$ cat src/rtl/core/sqvg_pkg.sv
// Package for the sprite quad vertex generator: widths, corner codes, shared
// structs and the quarter-wave sine table, which is built at elaboration.
// No dependencies.
`default_nettype none

package sqvg_pkg;

    localparam int COORD_BITS      = 24;
    localparam int SIZE_BITS       = 24;
    localparam int ANGLE_BITS      = 16;
    localparam int ANGLE_POS_BITS  = 14;
    localparam int TEX_BITS        = 16;
    localparam int LAYER_BITS      = 8;

    localparam int SINE_DEPTH      = 256;
    localparam int SINE_IDX_BITS   = $clog2(SINE_DEPTH + 1);
    localparam int SINE_ENTRY_BITS = 15;
    localparam int TRIG_BITS       = 16;

    // Product of a Q16.8 size and a Q1.14 trig value, plus a guard bit.
    localparam int PROD_BITS       = SIZE_BITS + TRIG_BITS + 1;
    localparam int PROD_SHIFT      = 15;
    localparam int POS_BITS        = COORD_BITS + 1;

    localparam logic [63:0] HALF_PI_Q30 = 64'd1686629713;

    typedef logic [(SINE_DEPTH + 1) * SINE_ENTRY_BITS - 1:0] t_rom_bits;

    // Emission order of the four vertices of a quad.
    typedef enum logic [1:0] {
        CORNER_LL = 2'd0,
        CORNER_LR = 2'd1,
        CORNER_UR = 2'd2,
        CORNER_UL = 2'd3
    } t_corner;

    typedef struct packed {
        logic signed [TRIG_BITS-1:0] sin_v;
        logic signed [TRIG_BITS-1:0] cos_v;
    } t_sincos;

    // Per-sprite products, shared by all four corners.
    typedef struct packed {
        logic signed [PROD_BITS-1:0] p_wc;
        logic signed [PROD_BITS-1:0] p_hs;
        logic signed [PROD_BITS-1:0] p_ws;
        logic signed [PROD_BITS-1:0] p_hc;
    } t_prod;

    // Entry k is 16384*sin(pi/2*k/DEPTH), from a Q30 Taylor series with each
    // term truncated, then rounded half up to Q1.14 and capped at one.
    function automatic t_rom_bits f_build_sine_rom();
        t_rom_bits          rom;
        logic [63:0]        x;
        logic [63:0]        x2;
        logic [63:0]        term;
        logic signed [63:0] sum;
        logic signed [63:0] r;
        rom = '0;
        for (int k = 0; k <= SINE_DEPTH; k++) begin
            x    = (HALF_PI_Q30 * 64'(k)) / SINE_DEPTH;
            x2   = (x * x) >> 30;
            term = x;
            sum  = signed'(x);
            for (int n = 1; n <= 8; n++) begin
                term = (term * x2) / 64'((2 * n) * (2 * n + 1));
                if ((n & 1) == 1) begin
                    sum = sum - signed'(term);
                end else begin
                    sum = sum + signed'(term);
                end
            end
            if (sum < 0) begin
                sum = 0;
            end
            r = (sum + 64'sd32768) >>> 16;
            if (r > 64'sd16384) begin
                r = 64'sd16384;
            end
            rom[k * SINE_ENTRY_BITS +: SINE_ENTRY_BITS] = r[SINE_ENTRY_BITS-1:0];
        end
        return rom;
    endfunction

    localparam t_rom_bits SINE_ROM = f_build_sine_rom();

endpackage

`default_nettype wire

$ cat src/rtl/core/sprite_quad_vertex_generator.sv
// Top level of the sprite quad vertex generator: stream ports, camera
// registers, three-stage pipeline. Depends on sqvg_pkg, sqvg_sincos and
// sqvg_corner_calc.
//
//   Channel   Dir   Per transfer
//   s_axis    in    one sprite (position, angle, size, texture box, layer)
//   m_axis    out   one vertex (position, texture u/v, layer), four per sprite
//   APB       in    camera_x at 0x0, camera_y at 0x4
//
// A sprite transfer loads stage 1, which also latches sine and cosine from the
// table. Stage 2 holds the four size-by-trig products and the translated
// position; it feeds the output register one vertex per cycle while m_axis
// does not stall. The first vertex of a sprite is offered on m_axis once it
// has been loaded into stage 1, then stage 2, then the output register.
// Stall on m_axis holds every stage; a new sprite is taken while earlier ones
// are still in flight. Synchronous reset empties the pipeline and clears the
// camera registers.
`default_nettype none

module sprite_quad_vertex_generator
    import sqvg_pkg::*;
(
    input  wire logic         i_clk,
    input  wire logic         i_rst_n,

    input  wire logic         s_axis_tvalid,
    output logic              s_axis_tready,
    // [23:0] pos_x, [47:24] pos_y, [63:48] angle, [87:64] width,
    // [111:88] height, [127:112] u_left, [143:128] u_right,
    // [159:144] v_low, [175:160] v_high, [183:176] layer
    input  wire logic [183:0] s_axis_tdata,
    // [0] on_ui
    input  wire logic         s_axis_tuser,

    output logic              m_axis_tvalid,
    input  wire logic         m_axis_tready,
    // [23:0] vert_x, [47:24] vert_y, [63:48] tex_u, [79:64] tex_v,
    // [87:80] tex_layer
    output logic [87:0]       m_axis_tdata,
    // [1:0] corner
    output logic [1:0]        m_axis_tuser,
    // last_corner
    output logic              m_axis_tlast,

    input  wire logic         psel,
    input  wire logic         penable,
    input  wire logic         pwrite,
    input  wire logic [2:0]   paddr,
    input  wire logic [31:0]  pwdata,
    output logic [31:0]       prdata,
    output logic              pready
);

    typedef enum logic {
        REG_CAMERA_X = 1'b0,
        REG_CAMERA_Y = 1'b1
    } t_reg_idx;

    // ------------------------------------------------------------------
    // Camera registers
    // ------------------------------------------------------------------
    logic signed [COORD_BITS-1:0] r_camera_x;
    logic signed [COORD_BITS-1:0] r_camera_y;
    t_reg_idx                     reg_idx;
    logic                         cfg_write;

    assign pready    = 1'b1;
    assign reg_idx   = t_reg_idx'(paddr[2]);
    assign cfg_write = psel && penable && pwrite && pready;

    always_ff @(posedge i_clk) begin
        if (!i_rst_n) begin
            r_camera_x <= '0;
            r_camera_y <= '0;
        end else if (cfg_write) begin
            unique case (reg_idx)
                REG_CAMERA_X: r_camera_x <= pwdata[COORD_BITS-1:0];
                REG_CAMERA_Y: r_camera_y <= pwdata[COORD_BITS-1:0];
                default:      r_camera_x <= r_camera_x;
            endcase
        end
    end

    always_comb begin
        unique case (reg_idx)
            REG_CAMERA_X: prdata = 32'(r_camera_x);
            REG_CAMERA_Y: prdata = 32'(r_camera_y);
            default:      prdata = '0;
        endcase
    end

    // ------------------------------------------------------------------
    // Handshake between stages
    // ------------------------------------------------------------------
    logic    r_s1_valid;
    logic    r_s2_valid;
    logic    r_out_valid;
    t_corner r_corner;

    logic    out_load;
    logic    s2_done;
    logic    s2_load;
    logic    s1_load;

    assign out_load      = r_s2_valid && (!r_out_valid || m_axis_tready);
    assign s2_done       = out_load && (r_corner == CORNER_UL);
    assign s2_load       = r_s1_valid && (!r_s2_valid || s2_done);
    assign s_axis_tready = !r_s1_valid || s2_load;
    assign s1_load       = s_axis_tvalid && s_axis_tready;

    always_ff @(posedge i_clk) begin
        if (!i_rst_n) begin
            r_s1_valid  <= 1'b0;
            r_s2_valid  <= 1'b0;
            r_out_valid <= 1'b0;
            r_corner    <= CORNER_LL;
        end else begin
            if (s1_load) begin
                r_s1_valid <= 1'b1;
            end else if (s2_load) begin
                r_s1_valid <= 1'b0;
            end

            if (s2_load) begin
                r_s2_valid <= 1'b1;
            end else if (s2_done) begin
                r_s2_valid <= 1'b0;
            end

            // The counter wraps from the last corner back to the first.
            if (s2_load) begin
                r_corner <= CORNER_LL;
            end else if (out_load) begin
                r_corner <= t_corner'(r_corner + 2'd1);
            end

            if (out_load) begin
                r_out_valid <= 1'b1;
            end else if (m_axis_tready) begin
                r_out_valid <= 1'b0;
            end
        end
    end

    // ------------------------------------------------------------------
    // Stage 1: sprite fields and table lookup
    // ------------------------------------------------------------------
    t_sincos                      in_sincos;
    t_sincos                      r_s1_sincos;
    logic signed [COORD_BITS-1:0] r_s1_pos_x;
    logic signed [COORD_BITS-1:0] r_s1_pos_y;
    logic [SIZE_BITS-1:0]         r_s1_width;
    logic [SIZE_BITS-1:0]         r_s1_height;
    logic [TEX_BITS-1:0]          r_s1_u_left;
    logic [TEX_BITS-1:0]          r_s1_u_right;
    logic [TEX_BITS-1:0]          r_s1_v_low;
    logic [TEX_BITS-1:0]          r_s1_v_high;
    logic [LAYER_BITS-1:0]        r_s1_layer;
    logic                         r_s1_on_ui;

    sqvg_sincos u_sincos (
        .i_angle  (s_axis_tdata[63:48]),
        .o_sincos (in_sincos)
    );

    always_ff @(posedge i_clk) begin
        if (s1_load) begin
            r_s1_sincos  <= in_sincos;
            r_s1_pos_x   <= s_axis_tdata[23:0];
            r_s1_pos_y   <= s_axis_tdata[47:24];
            r_s1_width   <= s_axis_tdata[87:64];
            r_s1_height  <= s_axis_tdata[111:88];
            r_s1_u_left  <= s_axis_tdata[127:112];
            r_s1_u_right <= s_axis_tdata[143:128];
            r_s1_v_low   <= s_axis_tdata[159:144];
            r_s1_v_high  <= s_axis_tdata[175:160];
            r_s1_layer   <= s_axis_tdata[183:176];
            r_s1_on_ui   <= s_axis_tuser;
        end
    end

    // ------------------------------------------------------------------
    // Stage 2: four products and translated position, held through the four corners and any stall cycles
    // ------------------------------------------------------------------
    t_prod                        n_s2_prod;
    logic signed [POS_BITS-1:0]   n_s2_pos_x;
    logic signed [POS_BITS-1:0]   n_s2_pos_y;
    logic signed [PROD_BITS-1:0]  w_ext;
    logic signed [PROD_BITS-1:0]  h_ext;
    logic signed [PROD_BITS-1:0]  sin_ext;
    logic signed [PROD_BITS-1:0]  cos_ext;

    t_prod                        r_s2_prod;
    logic signed [POS_BITS-1:0]   r_s2_pos_x;
    logic signed [POS_BITS-1:0]   r_s2_pos_y;
    logic [TEX_BITS-1:0]          r_s2_u_left;
    logic [TEX_BITS-1:0]          r_s2_u_right;
    logic [TEX_BITS-1:0]          r_s2_v_low;
    logic [TEX_BITS-1:0]          r_s2_v_high;
    logic [LAYER_BITS-1:0]        r_s2_layer;

    assign w_ext   = PROD_BITS'(signed'({1'b0, r_s1_width}));
    assign h_ext   = PROD_BITS'(signed'({1'b0, r_s1_height}));
    assign sin_ext = PROD_BITS'(r_s1_sincos.sin_v);
    assign cos_ext = PROD_BITS'(r_s1_sincos.cos_v);

    assign n_s2_prod.p_wc = w_ext * cos_ext;
    assign n_s2_prod.p_hs = h_ext * sin_ext;
    assign n_s2_prod.p_ws = w_ext * sin_ext;
    assign n_s2_prod.p_hc = h_ext * cos_ext;

    // Interface sprites are placed relative to the camera.
    assign n_s2_pos_x = POS_BITS'(r_s1_pos_x)
                      + (r_s1_on_ui ? POS_BITS'(r_camera_x) : '0);
    assign n_s2_pos_y = POS_BITS'(r_s1_pos_y)
                      + (r_s1_on_ui ? POS_BITS'(r_camera_y) : '0);

    always_ff @(posedge i_clk) begin
        if (s2_load) begin
            r_s2_prod    <= n_s2_prod;
            r_s2_pos_x   <= n_s2_pos_x;
            r_s2_pos_y   <= n_s2_pos_y;
            r_s2_u_left  <= r_s1_u_left;
            r_s2_u_right <= r_s1_u_right;
            r_s2_v_low   <= r_s1_v_low;
            r_s2_v_high  <= r_s1_v_high;
            r_s2_layer   <= r_s1_layer;
        end
    end

    // ------------------------------------------------------------------
    // Output register: one vertex per transfer
    // ------------------------------------------------------------------
    logic [COORD_BITS-1:0] n_vert_x;
    logic [COORD_BITS-1:0] n_vert_y;
    logic [TEX_BITS-1:0]   n_tex_u;
    logic [TEX_BITS-1:0]   n_tex_v;

    logic [COORD_BITS-1:0] r_vert_x;
    logic [COORD_BITS-1:0] r_vert_y;
    logic [TEX_BITS-1:0]   r_tex_u;
    logic [TEX_BITS-1:0]   r_tex_v;
    logic [LAYER_BITS-1:0] r_tex_layer;
    t_corner               r_out_corner;

    sqvg_corner_calc u_corner_calc (
        .i_prod   (r_s2_prod),
        .i_pos_x  (r_s2_pos_x),
        .i_pos_y  (r_s2_pos_y),
        .i_corner (r_corner),
        .o_vert_x (n_vert_x),
        .o_vert_y (n_vert_y)
    );

    // Left texture edge on the left corners, low edge on the lower corners.
    assign n_tex_u = ((r_corner == CORNER_LL) || (r_corner == CORNER_UL))
                   ? r_s2_u_left : r_s2_u_right;
    assign n_tex_v = ((r_corner == CORNER_LL) || (r_corner == CORNER_LR))
                   ? r_s2_v_low : r_s2_v_high;

    always_ff @(posedge i_clk) begin
        if (out_load) begin
            r_vert_x     <= n_vert_x;
            r_vert_y     <= n_vert_y;
            r_tex_u      <= n_tex_u;
            r_tex_v      <= n_tex_v;
            r_tex_layer  <= r_s2_layer;
            r_out_corner <= r_corner;
        end
    end

    assign m_axis_tvalid = r_out_valid;
    assign m_axis_tdata  = {r_tex_layer, r_tex_v, r_tex_u, r_vert_y, r_vert_x};
    assign m_axis_tuser  = r_out_corner;
    assign m_axis_tlast  = (r_out_corner == CORNER_UL);

`ifndef SYNTHESIS
    // An empty stage 2 always starts the next sprite at the first corner.
    a_corner_idle: assert property (@(posedge i_clk) disable iff (!i_rst_n)
        !r_s2_valid |-> (r_corner == CORNER_LL))
        else $error("corner counter left the first corner with stage 2 empty");

    // A vertex that is offered but not taken stays on the bus unchanged.
    a_out_stable: assert property (@(posedge i_clk) disable iff (!i_rst_n)
        (m_axis_tvalid && !m_axis_tready) |=>
            (m_axis_tvalid && $stable(m_axis_tdata) && $stable(m_axis_tuser)))
        else $error("vertex changed or dropped while the receiver stalled");

    // A sprite in stage 1 is never dropped before it moves on.
    a_s1_kept: assert property (@(posedge i_clk) disable iff (!i_rst_n)
        (r_s1_valid && !s2_load) |=> r_s1_valid)
        else $error("stage 1 sprite lost");
`endif

endmodule

`default_nettype wire

$ cat src/rtl/core/sqvg_sincos.sv
// Sine and cosine of a binary angle from the quarter-wave table.
// Depends on sqvg_pkg.
`default_nettype none

module sqvg_sincos
    import sqvg_pkg::*;
(
    input  wire logic [ANGLE_BITS-1:0] i_angle,
    output t_sincos                    o_sincos
);

    typedef enum logic [1:0] {
        QUAD_0 = 2'd0,
        QUAD_1 = 2'd1,
        QUAD_2 = 2'd2,
        QUAD_3 = 2'd3
    } t_quadrant;

    localparam int SCALED_BITS = ANGLE_POS_BITS + SINE_IDX_BITS;

    t_quadrant                          quad;
    logic [SCALED_BITS-1:0]             scaled;
    logic [SINE_IDX_BITS-1:0]           idx_a;
    logic [SINE_IDX_BITS-1:0]           idx_b;
    logic signed [TRIG_BITS-1:0]        ta;
    logic signed [TRIG_BITS-1:0]        tb;

    assign quad   = t_quadrant'(i_angle[ANGLE_BITS-1 -: 2]);
    assign scaled = SCALED_BITS'(i_angle[ANGLE_POS_BITS-1:0])
                  * SCALED_BITS'(SINE_DEPTH);
    assign idx_a  = scaled[ANGLE_POS_BITS +: SINE_IDX_BITS];
    assign idx_b  = SINE_IDX_BITS'(SINE_DEPTH) - idx_a;

    assign ta = signed'({1'b0, SINE_ROM[idx_a * SINE_ENTRY_BITS +: SINE_ENTRY_BITS]});
    assign tb = signed'({1'b0, SINE_ROM[idx_b * SINE_ENTRY_BITS +: SINE_ENTRY_BITS]});

    always_comb begin
        unique case (quad)
            QUAD_0: begin
                o_sincos.sin_v = ta;
                o_sincos.cos_v = tb;
            end
            QUAD_1: begin
                o_sincos.sin_v = tb;
                o_sincos.cos_v = -ta;
            end
            QUAD_2: begin
                o_sincos.sin_v = -ta;
                o_sincos.cos_v = -tb;
            end
            default: begin
                o_sincos.sin_v = -tb;
                o_sincos.cos_v = ta;
            end
        endcase
    end

endmodule

`default_nettype wire

$ cat src/rtl/core/sqvg_corner_calc.sv
// Position of one quad corner from the per-sprite products: sign, floor,
// translate and saturate. Depends on sqvg_pkg.
`default_nettype none

module sqvg_corner_calc
    import sqvg_pkg::*;
(
    input  wire t_prod                     i_prod,
    input  wire logic signed [POS_BITS-1:0] i_pos_x,
    input  wire logic signed [POS_BITS-1:0] i_pos_y,
    input  wire t_corner                   i_corner,
    output logic [COORD_BITS-1:0]          o_vert_x,
    output logic [COORD_BITS-1:0]          o_vert_y
);

    localparam int TERM_BITS = PROD_BITS - PROD_SHIFT;
    localparam int SUM_BITS  = TERM_BITS + 2;

    localparam logic signed [SUM_BITS-1:0] SAT_HI =
        {{(SUM_BITS - COORD_BITS + 1){1'b0}}, {(COORD_BITS - 1){1'b1}}};
    localparam logic signed [SUM_BITS-1:0] SAT_LO = ~SAT_HI;

    logic                        neg_x;
    logic                        neg_y;
    logic signed [PROD_BITS-1:0] s_wc;
    logic signed [PROD_BITS-1:0] s_hs;
    logic signed [PROD_BITS-1:0] s_ws;
    logic signed [PROD_BITS-1:0] s_hc;
    logic signed [TERM_BITS-1:0] f_wc;
    logic signed [TERM_BITS-1:0] f_hs;
    logic signed [TERM_BITS-1:0] f_ws;
    logic signed [TERM_BITS-1:0] f_hc;
    logic signed [SUM_BITS-1:0]  sum_x;
    logic signed [SUM_BITS-1:0]  sum_y;

    // The left corners use -width and the lower corners use -height.
    assign neg_x = (i_corner == CORNER_LL) || (i_corner == CORNER_UL);
    assign neg_y = (i_corner == CORNER_LL) || (i_corner == CORNER_LR);

    assign s_wc = neg_x ? -i_prod.p_wc : i_prod.p_wc;
    assign s_ws = neg_x ? -i_prod.p_ws : i_prod.p_ws;
    assign s_hs = neg_y ? -i_prod.p_hs : i_prod.p_hs;
    assign s_hc = neg_y ? -i_prod.p_hc : i_prod.p_hc;

    // Dropping the low bits of a two's complement value rounds toward minus
    // infinity, which is the truncation the products call for.
    assign f_wc = s_wc[PROD_BITS-1:PROD_SHIFT];
    assign f_hs = s_hs[PROD_BITS-1:PROD_SHIFT];
    assign f_ws = s_ws[PROD_BITS-1:PROD_SHIFT];
    assign f_hc = s_hc[PROD_BITS-1:PROD_SHIFT];

    assign sum_x = SUM_BITS'(f_wc) - SUM_BITS'(f_hs) + SUM_BITS'(i_pos_x);
    assign sum_y = SUM_BITS'(f_ws) + SUM_BITS'(f_hc) + SUM_BITS'(i_pos_y);

    always_comb begin
        priority if (sum_x > SAT_HI) begin
            o_vert_x = SAT_HI[COORD_BITS-1:0];
        end else if (sum_x < SAT_LO) begin
            o_vert_x = SAT_LO[COORD_BITS-1:0];
        end else begin
            o_vert_x = sum_x[COORD_BITS-1:0];
        end
    end

    always_comb begin
        priority if (sum_y > SAT_HI) begin
            o_vert_y = SAT_HI[COORD_BITS-1:0];
        end else if (sum_y < SAT_LO) begin
            o_vert_y = SAT_LO[COORD_BITS-1:0];
        end else begin
            o_vert_y = sum_y[COORD_BITS-1:0];
        end
    end

endmodule

`default_nettype wire

$ cat config.mk
export PLATFORM = sky130hd
export DESIGN_NAME = sprite_quad_vertex_generator
export DESIGN_NICKNAME = d
export VERILOG_FILES = /design/src/rtl/core/sqvg_pkg.sv /design/src/rtl/core/sprite_quad_vertex_generator.sv /design/src/rtl/core/sqvg_sincos.sv /design/src/rtl/core/sqvg_corner_calc.sv
export SDC_FILE = /design/constraint.sdc
export NUM_CORES = 2
export LEC_CHECK = 0
export ABC_AREA = 1
export BUFFER_PORTS_ARGS = -buffer_cell sky130_fd_sc_hd__buf_2
export CAP_MARGIN = 5
export CORE_AREA = 2 2 316 318
export CTS_BUF_LIST = sky130_fd_sc_hd__clkbuf_4
export CTS_CLUSTER_DIAMETER = 80
export CTS_CLUSTER_SIZE = 20
export DETAILED_ROUTE_END_ITERATION = 8
export DIE_AREA = 0 0 318 320
export PLACE_DENSITY = 0.79
export SETUP_SLACK_MARGIN = 0.02
export SYNTH_ARGS = -nofsm -noshare
export SYNTH_HDL_FRONTEND = slang
export SYNTH_SLANG_ARGS = --single-unit
$ cat constraint.sdc
create_clock -name i_clk -period 22.5 [get_ports i_clk]
set_clock_uncertainty 0.15 [all_clocks]
set_input_delay 0 -clock i_clk [delete_from_list [all_inputs] [get_ports i_clk]]
set_output_delay 0 -clock i_clk [all_outputs]
set_load 0.1 [all_outputs]
# [After elaboration in Yosys (flattened, before gate mapping)]
# Index checks and enable logic that the tools add are counted.
[word_totals] regBits=630 word_cells=108 n_memories=0 mem_bits_ro=0 mem_bits_rw=0 latch_bits=0 out_inout_bits=126
[op_classes] n_eq_ne=5 n_mul=6 shift=2 n_mux=18 n_bitwise=2 div=0 n_lt_le_gt_ge=4 n_reduce_logical=22 add_sub_neg=14
[op_table] cell="$shiftx A3855 B14 Y15 const A" n=2
[op_table] cell="$mul A25 B16 Y41" n=4
[op_table] cell="$mux W41" n=4
[op_table] cell="$neg A41 Y41" n=4
[op_table] cell="$pmux W32 S3" n=1
[op_table] cell="$pmux W32 S2" n=1
[op_table] cell="$add A27 B25 Y28" n=2
[op_table] cell="$gt A28 B24 Y1 const B" n=2
[op_table] cell="$lt A28 B24 Y1 const B" n=2
[op_table] cell="$add A25 B25 Y25" n=2
[op_table] cell="$mux W25" n=2
[op_table] cell="$mux W24" n=2
[op_table] cell="$mux W16" n=2
[op_table] cell="$neg A15 Y16" n=2
[op_table] cell="$add A26 B26 Y27" n=1
[op_table] cell="$sub A26 B26 Y27" n=1
[op_table] cell="$mul A9 B4 Y13 const B" n=1
[op_table] cell="$mul A8 B4 Y12 const B" n=1
[op_table] cell="$sub A9 B8 Y9 const A" n=1
[op_table] cell="$eq A2 B2 Y1 const B" n=3
[op_table] cell="$logic_and A1 B1 Y1" n=6
[op_table] cell="$mux W1" n=6
[op_table] cell="$reduce_bool A2 Y1" n=3
[op_table] cell="$logic_or A1 B1 Y1" n=5
[op_table] cell="7 further kinds" n=13

# [Logic depth before layout (Yosys ltp)]
[depth] word_depth=9 ltp_mapped=31

# [Hierarchy]
# A second synthesis with hierarchy kept.
[unflattened] hier_cells=11236 area_unflattened_um2=88536.2
[modules_own_cells] mod="sprite_quad_vertex_generator" cells_each=9508 area_per_inst_um2=78943.2 instances=1
[modules_own_cells] mod="sqvg_corner_calc" cells_each=1460 area_per_inst_um2=8162.8 instances=1
[modules_own_cells] mod="sqvg_sincos" cells_each=268 area_per_inst_um2=1430.1 instances=1

# [Least setup slack after synthesis]
# No wires, ideal clock.
[synth_path] path_kind="reg2reg" startpoint="register r_out_valid (netlist: m_axis_tvalid)" endpoint="register r_s2_layer[0], enable pin" required_ps=21458 t_arrival_ps=11900 path_buffers=0 synth_period_minus_slack_ps=12941 path_slack_ps=9559 stages_incl_launch_ff=4 path_cell_list="dfxtp_1 > nand2_1 > a21oi_1 > nor2_1"
[synth_between] elab_chain_len=6
[synth_rtl] item="from (decl)" line="sprite_quad_vertex_generator.sv:97" source="logic r_out_valid;"
[synth_rtl] item="from (signal assigned)" line="sprite_quad_vertex_generator.sv:115" source="r_out_valid <= 1'b0;"
[synth_rtl] item="from (signal assigned)" line="sprite_quad_vertex_generator.sv:138" source="r_out_valid <= 1'b1;"
[synth_rtl] item="from (signal assigned)" line="sprite_quad_vertex_generator.sv:140" source="r_out_valid <= 1'b0;"
[synth_rtl] item="$logic_not A1 Y1" line="sprite_quad_vertex_generator.sv:105" source="assign out_load = r_s2_valid && (!r_out_valid || m_axis_tready);"
[synth_rtl] item="$logic_or A1 B1 Y1" line="sprite_quad_vertex_generator.sv:105"
[synth_rtl] item="$logic_and A1 B1 Y1" line="sprite_quad_vertex_generator.sv:105"
[synth_rtl] item="$logic_and A1 B1 Y1" line="sprite_quad_vertex_generator.sv:106" source="assign s2_done = out_load && (r_corner == CORNER_UL);"
[synth_rtl] item="$logic_or A1 B1 Y1" line="sprite_quad_vertex_generator.sv:107" source="assign s2_load = r_s1_valid && (!r_s2_valid || s2_done);"
[synth_rtl] item="$logic_and A1 B1 Y1" line="sprite_quad_vertex_generator.sv:107"
[synth_rtl] item="named net s2_load" line="sprite_quad_vertex_generator.sv:102" source="logic s2_load;"
[synth_rtl] item="to (signal assigned)" line="sprite_quad_vertex_generator.sv:227" source="r_s2_layer <= r_s1_layer;"
[synth_rtl] item="to (decl)" line="sprite_quad_vertex_generator.sv:200" source="logic [LAYER_BITS-1:0] r_s2_layer;"
# The timed path passes the listed nets, and every way through them passes these cells.
# A chain may end at the register's enable or synchronous reset.

==> results list <==
- The longest clock path from root to sink contains 3 buffers.
- Of the available clock period, the critical path in the final layout requires 0.2898.
- Starting Density: 0.6181
* Routability congestion estimate: 0.9960
- Tot GR Track Use: 0.3472
- Port buffering added 335 buffers.
* Slowest cell on the critical path: edfxtp_1
- Overflow left after global routing: 0
- Run status: finished with violations
* Max Clock Freq: 153.4 MHz
- Normalized max-slew margin: 0.2382
* Hold violation count in the final report: 0
- In the routed design, unresolved DRC markers number 16.
* Final sum of negative setup slack: 0 ps
- Of the synthesized area, sequential elements account for 0.2783.
* Pins Over Slew Limit: 0
- The multi-input combinational cells in the finished layout cover a total of 39,280 um^2.
- The number of hold buffers added after CTS was 427.
- The largest single stage delay on the critical path is 850 ps.
- After detailed routing, the average wire length per cell comes to 18.34 um.
- Vias post-DR: 50.51k
- Type of the worst setup path: flop to flop
- Sort of element at the start of the critical path: flop
- Final min period: 6520 ps
- Total wirelength of the detailed-routed design: 175,400 um
- The initial antenna violation count is 10.
- The setup check on the worst reg-to-reg path leaves a slack of 15,980 ps.
- The first global-routing pass estimated 275,700 um of wire.
* Count of nets after finishing: 9,788
- Worst path arrival time: 7120 ps
- The area growth from synthesis to layout is 16.64%.
- The tree is rooted in a clkbuf_4.
* I/O Pins: 353
- In this run the worst hold path is classified as input pin to flop.
- The via count of the first global-routing pass was 52.23k.
- The floorplan has 115 rows.
* Cell count after synthesis: 6,937
- Number of storage elements in the synthesis netlist: 579
* Post-cts gate resize count: 0
- Number of detailed-route iterations in the first pass: 9
* RR Endpoint: r_s2_prod[68]$_DFFE_PP_
* Antenna-violating nets left: 0
* Number of buffers inserted by post-CTS setup repair: 0
- At the worst endpoint, the required time is 23,100 ps.
* Crit. Startpoint: r_s1_sincos[31]$_DFFE_PP_
* Main area contributors after synthesis: edfxtp_1 (26%), fa_1 (19%), ha_1 (15%), inv_1 (10%), nand2_1 (7.8%)
- Counting every sink on the clock net gives 579.
- Detailed placement finished with a half-perimeter wire length of 133,000 um.
* Reg area: 16,860 um^2
- Worst setup path endpoint: r_s2_prod[68]$_DFFE_PP_
- In the synthesized netlist the dominant register cell turns out to be edfxtp_1.
- Of all nets on the critical path, the largest fanout is 48.
* Core outline area: 97,990 um^2
- After clock tree synthesis, the clock-pin slew on the worst setup and hold paths is 260 ps.
- Summing every instance area after synthesis gives 60,570 um^2.
* Number of DRC violations after detailed-routing iteration 0: 4,708
- Yosys mapped the design onto 62 distinct sky130hd cell types.
- Via-per-instance ratio: 5.283
- The die covers 101,800 um^2.
* Number of buffers inserted during clock tree synthesis: 43
* Chip height: 320 um
- Yosys mapped a number of flops with a built-in enable equal to 526.
* Hold Crit Start: s_axis_tdata[12]
- TritonCTS clock tree: yes
- RSZ-0062 raised after global routing: no
- Of the cells placed in the final design, the portion with a size suffix greater than 1 is 0.06186.
- Cell type with the highest aggregate area in the netlist: edfxtp_1
* Post-synthesis async set-or-reset flop share: 0
* Clk_lat worst skew: 1100 ps
- Violated checks: design-rule violations
* Post-synth top area share: 0.2608
- Fill cells: 7,312
- The average instance in the mapped netlist occupies 8.731 um^2.
* Maximum number of pins on one net before global-route repair: 84
- The critical path goes through clkinv_1 -> buf_4 -> nor2_1 -> ha_1 -> ha_1 -> inv_1 -> fa_1 -> inv_1 -> fa_1 -> fa_1 -> inv_1 -> fa_1 -> inv_1 -> ha_1 -> a21oi_1 -> o21ai_0 -> a21oi_1 -> nand2_1 -> a21oi_1 -> o21ai_0 -> xor2_1.
- The worst setup path is captured at a flop.
* Final count of negative-setup-slack endpoints: 0
* Reg-to-reg startpoint: r_s1_sincos[31]$_DFFE_PP_
- From left edge to right edge, the die measures 318 um.
* Length in cells of the worst reg-to-reg path: 21
- The Yosys step of the flow raised 0 warnings.
- Slew at the pin closest to its max-slew limit: 1143 ps
* H-Tree Depth: 2
- Across the run, the number of max-cap violations was 0.
cell usage in the layout, fill, tap and decap left out, drive strengths merged, types with 4 or more instances in the layout:
cell / instances
nand3: 193
clkbuf: 51
nand4: 56
o221ai: 7
o21a: 11
dfxtp: 53
ha: 744
or2: 13
xnor2: 98
a21o: 26
edfxtp: 526
nor4: 18
inv: 1632
o31ai: 4
nand2: 1285
and3: 6
conb: 558
buf: 355
xor2: 224
nand3b: 4
a31oi: 35
dlygate4sd3: 426
o21ai: 241
o211ai: 11
a211oi: 8
a21boi: 9
nor2: 660
o21bai: 44
diode: 14
fa: 586
nor3: 54
a21oi: 297
clkinv: 9
cells by family after synthesis:
| kind of cell | after synthesis | share of synthesized area |
|---|---|---|
| buf+inv | 1710 | 0.1079 |
| compound gates | 702 | 0.06513 |
| xor+xnor | 322 | 0.04656 |
| flops | 579 | 0.2783 |
| simple gates | 2292 | 0.1546 |
| fa+ha+maj | 1330 | 0.3474 |
| other cells | 2 | 0.0001240 |
cell type report:
cell class / count / area share
flip-flops and latches: 579 / 0.2386
multi-input cells: 5204 / 0.5559
clock inverters: 23 / 0.004020
repair buffers: 781 / 0.08639
clock buffers: 51 / 0.005419
well taps: 1287 / 0.02279
inverters: 1622 / 0.08634
diodes: 14 / 0.0004959
metal layers:
layer	track usage	vias to the layer above	wire length [um]
met5	0	-	80
met2	0.5994	2406	84780
met4	0.1460	4	8390
met3	0.04927	631	13210
li1	-	23630	-
met1	0.4381	23840	68890
synthesized netlist by cell type, types with 3 or more instances:
cell type / instances
o21bai_1: 43
or2_2: 10
inv_2: 7
xnor2_1: 98
buf_6: 9
o211ai_1: 11
dfxtp_1: 53
ha_1: 744
nand2_2: 24
nor4_1: 16
nor3_1: 52
a211oi_1: 8
xor2_1: 224
nor2_1: 646
o21a_1: 11
inv_1: 1610
edfxtp_1: 526
buf_4: 11
o21ai_0: 220
o31ai_1: 3
nand3_2: 7
nand3_1: 186
and3_1: 6
a31oi_1: 35
nand3b_1: 4
o21ai_1: 18
or2_1: 3
nand4_1: 55
clkinv_1: 4
a21o_1: 26
nor2_2: 10
fa_1: 586
clkbuf_1: 54
a21boi_0: 9
a21oi_1: 295
nor2_4: 4
o221ai_1: 7
nand2_1: 1260
buf_1: 11
sequential cells by signal (all words and copies together) (netlist names), 8 cells and up:
signal,flops
r_s1_pos_y,24
r_s2_v_low,16
r_s1_pos_x,24
r_tex_layer,8
r_s1_u_left,16
r_camera_x,24
r_s2_v_high,16
r_s1_width,24
r_s2_layer,8
r_tex_u,16
r_s2_u_left,16
r_s1_v_low,16
r_vert_x,24
r_s2_pos_x,25
r_tex_v,16
r_s2_pos_y,25
r_camera_y,24
r_s1_height,24
r_s1_v_high,16
r_s2_prod,141
r_s2_u_right,16
r_s1_u_right,16
r_s1_layer,8
r_vert_y,24
critical path, delay by kind of cell (launching register included):
family                   cells  cell delay, ps
adder cells (fa/ha/maj)      7            2840
AO/OA/AOI/OAI                5            1160
flip-flops                   1             850
buffers and inverters        6             670
AND/OR/NAND/NOR              2             350
XOR/XNOR                     1             190
per-stage QoR:
| step | setup WS (ps) | cell area (um^2) | hold WS [ps] | utilization | std cells |
|---|---|---|---|---|---|
| 2_1_floorplan | 9559 | 62660 | -51.13 | - | 7493 |
| 3_5_place_dp | 16010 | 65660 | 28.09 | 0.6701 | 9046 |
| 4_1_cts | 16030 | 70610 | 9.893 | 0.7206 | 9547 |
| 3_3_place_gp | 16070 | 65660 | 25.88 | 0.6701 | 9046 |
| 6_report | 15980 | 70650 | 15.61 | 0.7210 | 9561 |
| 5_1_grt | 15680 | 70640 | 58.88 | 0.7209 | 9557 |
worst min-delay path by stage:
stage / cells past startpoint / endpoint / slack, ps
final: 3 / r_s1_pos_x[12]$_DFFE_PP_ / 20
after floorplan: 0 / r_s1_height[0]$_DFFE_PP_ / -50
after global routing: 3 / r_s1_v_low[2]$_DFFE_PP_ / 60
after CTS: 7 / r_camera_y[1]$_SDFFE_PN0P_ / 10
after detailed placement: 1 / r_s1_width[23]$_DFFE_PP_ / 30
after global placement: 1 / r_s1_height[23]$_DFFE_PP_ / 30
Power is not shown: default switching activity piles up to over one toggle a cycle in this logic, so the estimate is an artifact.
